--- config.mk ---
export PLATFORM = sky130hd
export DESIGN_NAME = skct_ram
export DESIGN_NICKNAME = d
export VERILOG_FILES = /design/src/hw/rtl/skct_ram.sv
export SDC_FILE = /design/constraint.sdc
export NUM_CORES = 2
export LEC_CHECK = 0
export BUFFER_PORTS_ARGS = -buffer_cell sky130_fd_sc_hd__clkbuf_2
export CORE_MARGIN = 3
export CORE_UTILIZATION = 55
export DETAILED_ROUTE_END_ITERATION = 12
export PLACE_DENSITY_LB_ADDON = 0.15
export SLEW_MARGIN = 20
export SYNTH_ARGS = -nofsm -noshare
export SYNTH_HDL_FRONTEND = slang
export SYNTH_SLANG_ARGS = --single-unit
--- constraint.sdc ---
create_clock -name clk -period 3.8 [get_ports clk]
set_input_delay 0 -clock clk [delete_from_list [all_inputs] [get_ports clk]]
set_output_delay 0 -clock clk [all_outputs]
set_load 0.05 [all_outputs]
--- src/hw/rtl/skct_ram.sv ---
// Generic single write port, single read port RAM with registered read data.
`default_nettype none

module skct_ram #(
  parameter int WIDTH = 32,
  parameter int DEPTH = 128
) (
  input  wire logic                     clk,
  input  wire logic                     we,
  input  wire logic [$clog2(DEPTH)-1:0] waddr,
  input  wire logic [WIDTH-1:0]         wdata,
  input  wire logic [$clog2(DEPTH)-1:0] raddr,
  output logic      [WIDTH-1:0]         rdata
);

  logic [WIDTH-1:0] mem [DEPTH];

  // Write and registered read.
  always_ff @(posedge clk) begin
    if (we) begin
      mem[waddr] <= wdata;
    end
    rdata <= mem[raddr];
  end

endmodule

`default_nettype wire

# After elaboration in Yosys (flattened, before gate mapping)
# Memories as Yosys holds them, arrays and structs flattened. A register that Yosys moved wholly into a read port is not among the register bits.
# Cells that the tools add are included.
# totals
romBits,0
out_inout_bits,32
in_bits,48
mem_bits_rw,4096
latchBits,0
memories,1
ff_bits,0
# op_classes
muxes,2
n_reduce_logical,0
n_addsub,0
n_mul,0
n_eq_ne,0
shift,0
bitwise,0
order_cmp,0
n_div,0
# memory_table
memory,depth,word_bits,read_ports,rd_clocked_by_memory_dff,wr,line_no,rtl
mem,128,32,1,1,1,16,logic [WIDTH-1:0] mem [DEPTH];
# op_table
operator,count
1-bit 2-to-1 mux,2

# Logic depth before layout (Yosys ltp)
# depth
word_depth,2
mapped_depth,8
mapped_depth_nobuf,4

# Least setup slack after synthesis
# Ideal clock, no wire load.
# synth_timing
path_type,input to register
startpoint,input port we
endpoint,memory mem[98][0] (enable)
slack_ps,561
arrival_ps,2778
required_ps,3339
path_stages,3
path_cell_list,clkbuf_1 > nand4_1 > nor3_1
# synth_between
elab_chain_cells,2
# synth_lines
item,line_no,rtl
start: declaration,9,"input wire logic we,"
1-bit 2-to-1 mux,20,if (we) begin
1-bit 2-to-1 mux (not written as such),21,mem[waddr] <= wdata;
end: declaration,16,
# Every way passes these cells.

==> impl_metrics.env <==
export IMPL_grt_pass1_vias=72630
export IMPL_start_util_pct=55.31
export IMPL_fin_crit_ns=3.156
export IMPL_synth_area_per_cell_um2=26.09
export IMPL_min_period_over_period_pct=83.06
export IMPL_fin_ws_ns=0.6439
export IMPL_io_pins=80
export IMPL_p_int_mw=75.09
export IMPL_final_area_um2=179300
export IMPL_synth_cell_types=17
export IMPL_worstSetupEndpoint="rdata[6]$_DFF_P_"
export IMPL_hold_path_class="primary input to flip-flop"
export IMPL_yosysSeqAreaShare_pct=79.12
export IMPL_syn2layout_area_growth_pct=14.71
export IMPL_path_class="flip-flop to flip-flop"
export IMPL_p_clk_share_pct=41.6
export IMPL_die_w_um=539.0
export IMPL_p_comb_share_pct=5.6
export IMPL_fin_setup_tns_ns=0
export IMPL_antenna_found_initial=72
export IMPL_worstSetupStartpointType="flip-flop"
export IMPL_slew_headroom_pct=24.92
export IMPL_required_ns=4.63
export IMPL_gp_congestion=0.8134
export IMPL_hold_viol=0
export IMPL_grt_max_degree=129
export IMPL_vias=72350
export IMPL_clkTransAtPathRegs_ns=0.06
export IMPL_fillCellCount=18180
export IMPL_reg2reg_from="mem[23][6]$_DFFE_PP_"
export IMPL_route_detailed_drc=0
export IMPL_final_common_cell="edfxtp_1"
export IMPL_grt_pass1_wl_um=587300
export IMPL_status="complete, no violations"
export IMPL_die_area_um2=290600
export IMPL_synthTopCellsByArea="edfxtp_1 79%, mux4_2 19%, clkbuf_1 0.44%, dfxtp_1 0.41%, nor2_1 0.29%"
export IMPL_clockBufferDepth=4
export IMPL_place_worst_setup_slack_ns=0.2516
export IMPL_synth_fp_nets=6038
export IMPL_wl_per_cell_um=39.40
export IMPL_ys_warn_count=0
export IMPL_grt_overflow=0
export IMPL_reg2regPathDepth=5
export IMPL_drt_first_pass_iters=5
export IMPL_rows=195
export IMPL_cp_max_fo=1
export IMPL_setup_viol=0
export IMPL_htree_levels=5
export IMPL_ant_nets=0
export IMPL_drv_slew=0
export IMPL_dp_cells=9862
export IMPL_switching_power_mw=20.62
export IMPL_p_leak_nw=55.24
export IMPL_fin_nets=6625
export IMPL_synth_ff_type="edfxtp_1"
export IMPL_layout_common_cells="4096 x edfxtp_1, 1344 x mux4_2, 415 x clkbuf_16"
export IMPL_tightestPinTransition_ns=1.126
export IMPL_ff_latch_area_um2=123600
export IMPL_async_flop_share_pct=0
export IMPL_cts_setup_buffers=0
export IMPL_cts_root_buf="clkbuf_16"
export IMPL_rsz0062_at_grt="no"
export IMPL_die_h_um=539.0
export IMPL_cap_viol_max_count=0
export IMPL_swShare_pct=21.55
export IMPL_finalNonFillerCells=10700
export IMPL_p_per_area_nw_per_um2=533.9
export IMPL_cts_resized=0
export IMPL_cts_sinks=4128
export IMPL_cts_tree="done"
export IMPL_cts_buffers_inserted=408
export IMPL_crit_start="mem[23][6]$_DFFE_PP_"
export IMPL_synth_seq_cells=4128
export IMPL_grt_usage_pct=29.34
export IMPL_pwr_share_seq_pct=52.8
export IMPL_drive_gt1_share_pct=36.57
export IMPL_peakVddDrop_uv=514.5
export IMPL_multi_input_comb_area_um2=32290
export IMPL_first_iter_violations=11140
export IMPL_synth_top_area_share_pct=78.71
export IMPL_cts_hold_buf=48
export IMPL_arrival_ns=3.99
export IMPL_r2r_end="rdata[6]$_DFF_P_"
export IMPL_core_area_um2=282500
export IMPL_synth_edf_count=4096
export IMPL_r2r_slack_ns=0.64
export IMPL_clock_skew_ns=0.05772
export IMPL_clk_latency_ns=0.95
export IMPL_fmax_mhz=316.8
export IMPL_yosysTopAreaCell="edfxtp_1"
export IMPL_routed_via_density=6.760
export IMPL_syn_area_um2=156300
export IMPL_endpoint_kind="flip-flop"
export IMPL_io_buffers=79
export IMPL_drt_total_wl_um=421700
export IMPL_syn_inst=5990
export IMPL_dp_hpwl_um=234900
export IMPL_holdCritStartpoint="wdata[18]"
export IMPL_place_area_um2=165400
==> worst max-delay path, stage by stage, from the launching register on <==
cell and delay (ns):
edfxtp_1 0.38, mux4_2 0.48, mux4_2 0.64, mux4_2 0.67, mux2_2 0.32, dlygate4sd3_1 0.55
==> stage by stage <==
step                      total power, mW  util (%)  hold WS (ns)
after floorplan                     53.95         -       0.09887
after CTS                           96.25     63.40       0.02900
final                               95.71     63.45        0.1002
after global routing                98.19     63.42       0.06831
after detailed placement            56.82     58.55        0.3676
after global placement              56.74     58.55        0.3550
==> flip-flops by register name, summed over array words and instances, names as in the netlist <==
signal / count
mem: 4096
rdata: 32
==> synth_stat cells, drive strengths merged (2+ instances only) <==
cell type,number
clkbuf,182
nor2b,7
nand3,12
nand2,14
nor2,122
nand2b,2
nand4,3
nor3,9
dfxtp,32
buf,134
mux4,1344
edfxtp,4096
mux2,32
==> power by group through the flow <==
| stage | clock network [mW] | registers [mW] | logic [mW] |
|---|---|---|---|
| global placement | 0 | 51.5 | 5.29 |
| finish | 39.8 | 50.5 | 5.40 |
| CTS | 40.3 | 50.5 | 5.42 |
| floorplan | 0 | 51.5 | 2.43 |
| global route | 42.1 | 50.5 | 5.60 |
| detailed placement | 0 | 51.5 | 5.36 |
==> worst min path at each step <==
stage               cells after the start                endpoint
finish                                  2   mem[28][18]$_DFFE_PP_
global route                            2   mem[87][18]$_DFFE_PP_
CTS                                     5  mem[113][10]$_DFFE_PP_
detailed placement                      1    mem[32][6]$_DFFE_PP_
global placement                        1    mem[32][6]$_DFFE_PP_
floorplan                               0     mem[0][0]$_DFFE_PP_
==> logic make-up (layout without fill, tap and decap cells) <==
family	after synthesis	after routing	synth area share (%)
buffers and inverters	316	1241	0.8391
flip-flops	4128	4128	79.12
multiplexers	1376	1376	19.60
other	0	45	0
AND/OR/NAND/NOR	170	170	0.4460
==> final cells by class <==
class                           instances  share of cell area [%]
Clock inverter                        249                   1.392
Timing Repair Buffer                  493                   2.964
Antenna cell                           45                 0.06282
Tap cell                             3743                   2.613
Clock buffer                          499                   5.980
Sequential cell                      4128                   68.97
Multi-Input combinational cell       1546                   18.01
==> routing by layer <==
metal | routed length (µm) | track usage (%) | up-vias
li1 | - | - | 27690
met1 | 159300 | 43.31 | 39660
met2 | 199200 | 44.68 | 4297
met3 | 48210 | 6.651 | 685
met4 | 14760 | 9.011 | 20
met5 | 169 | 0 | -
Note: power is estimated with default switching activity, not from simulation.
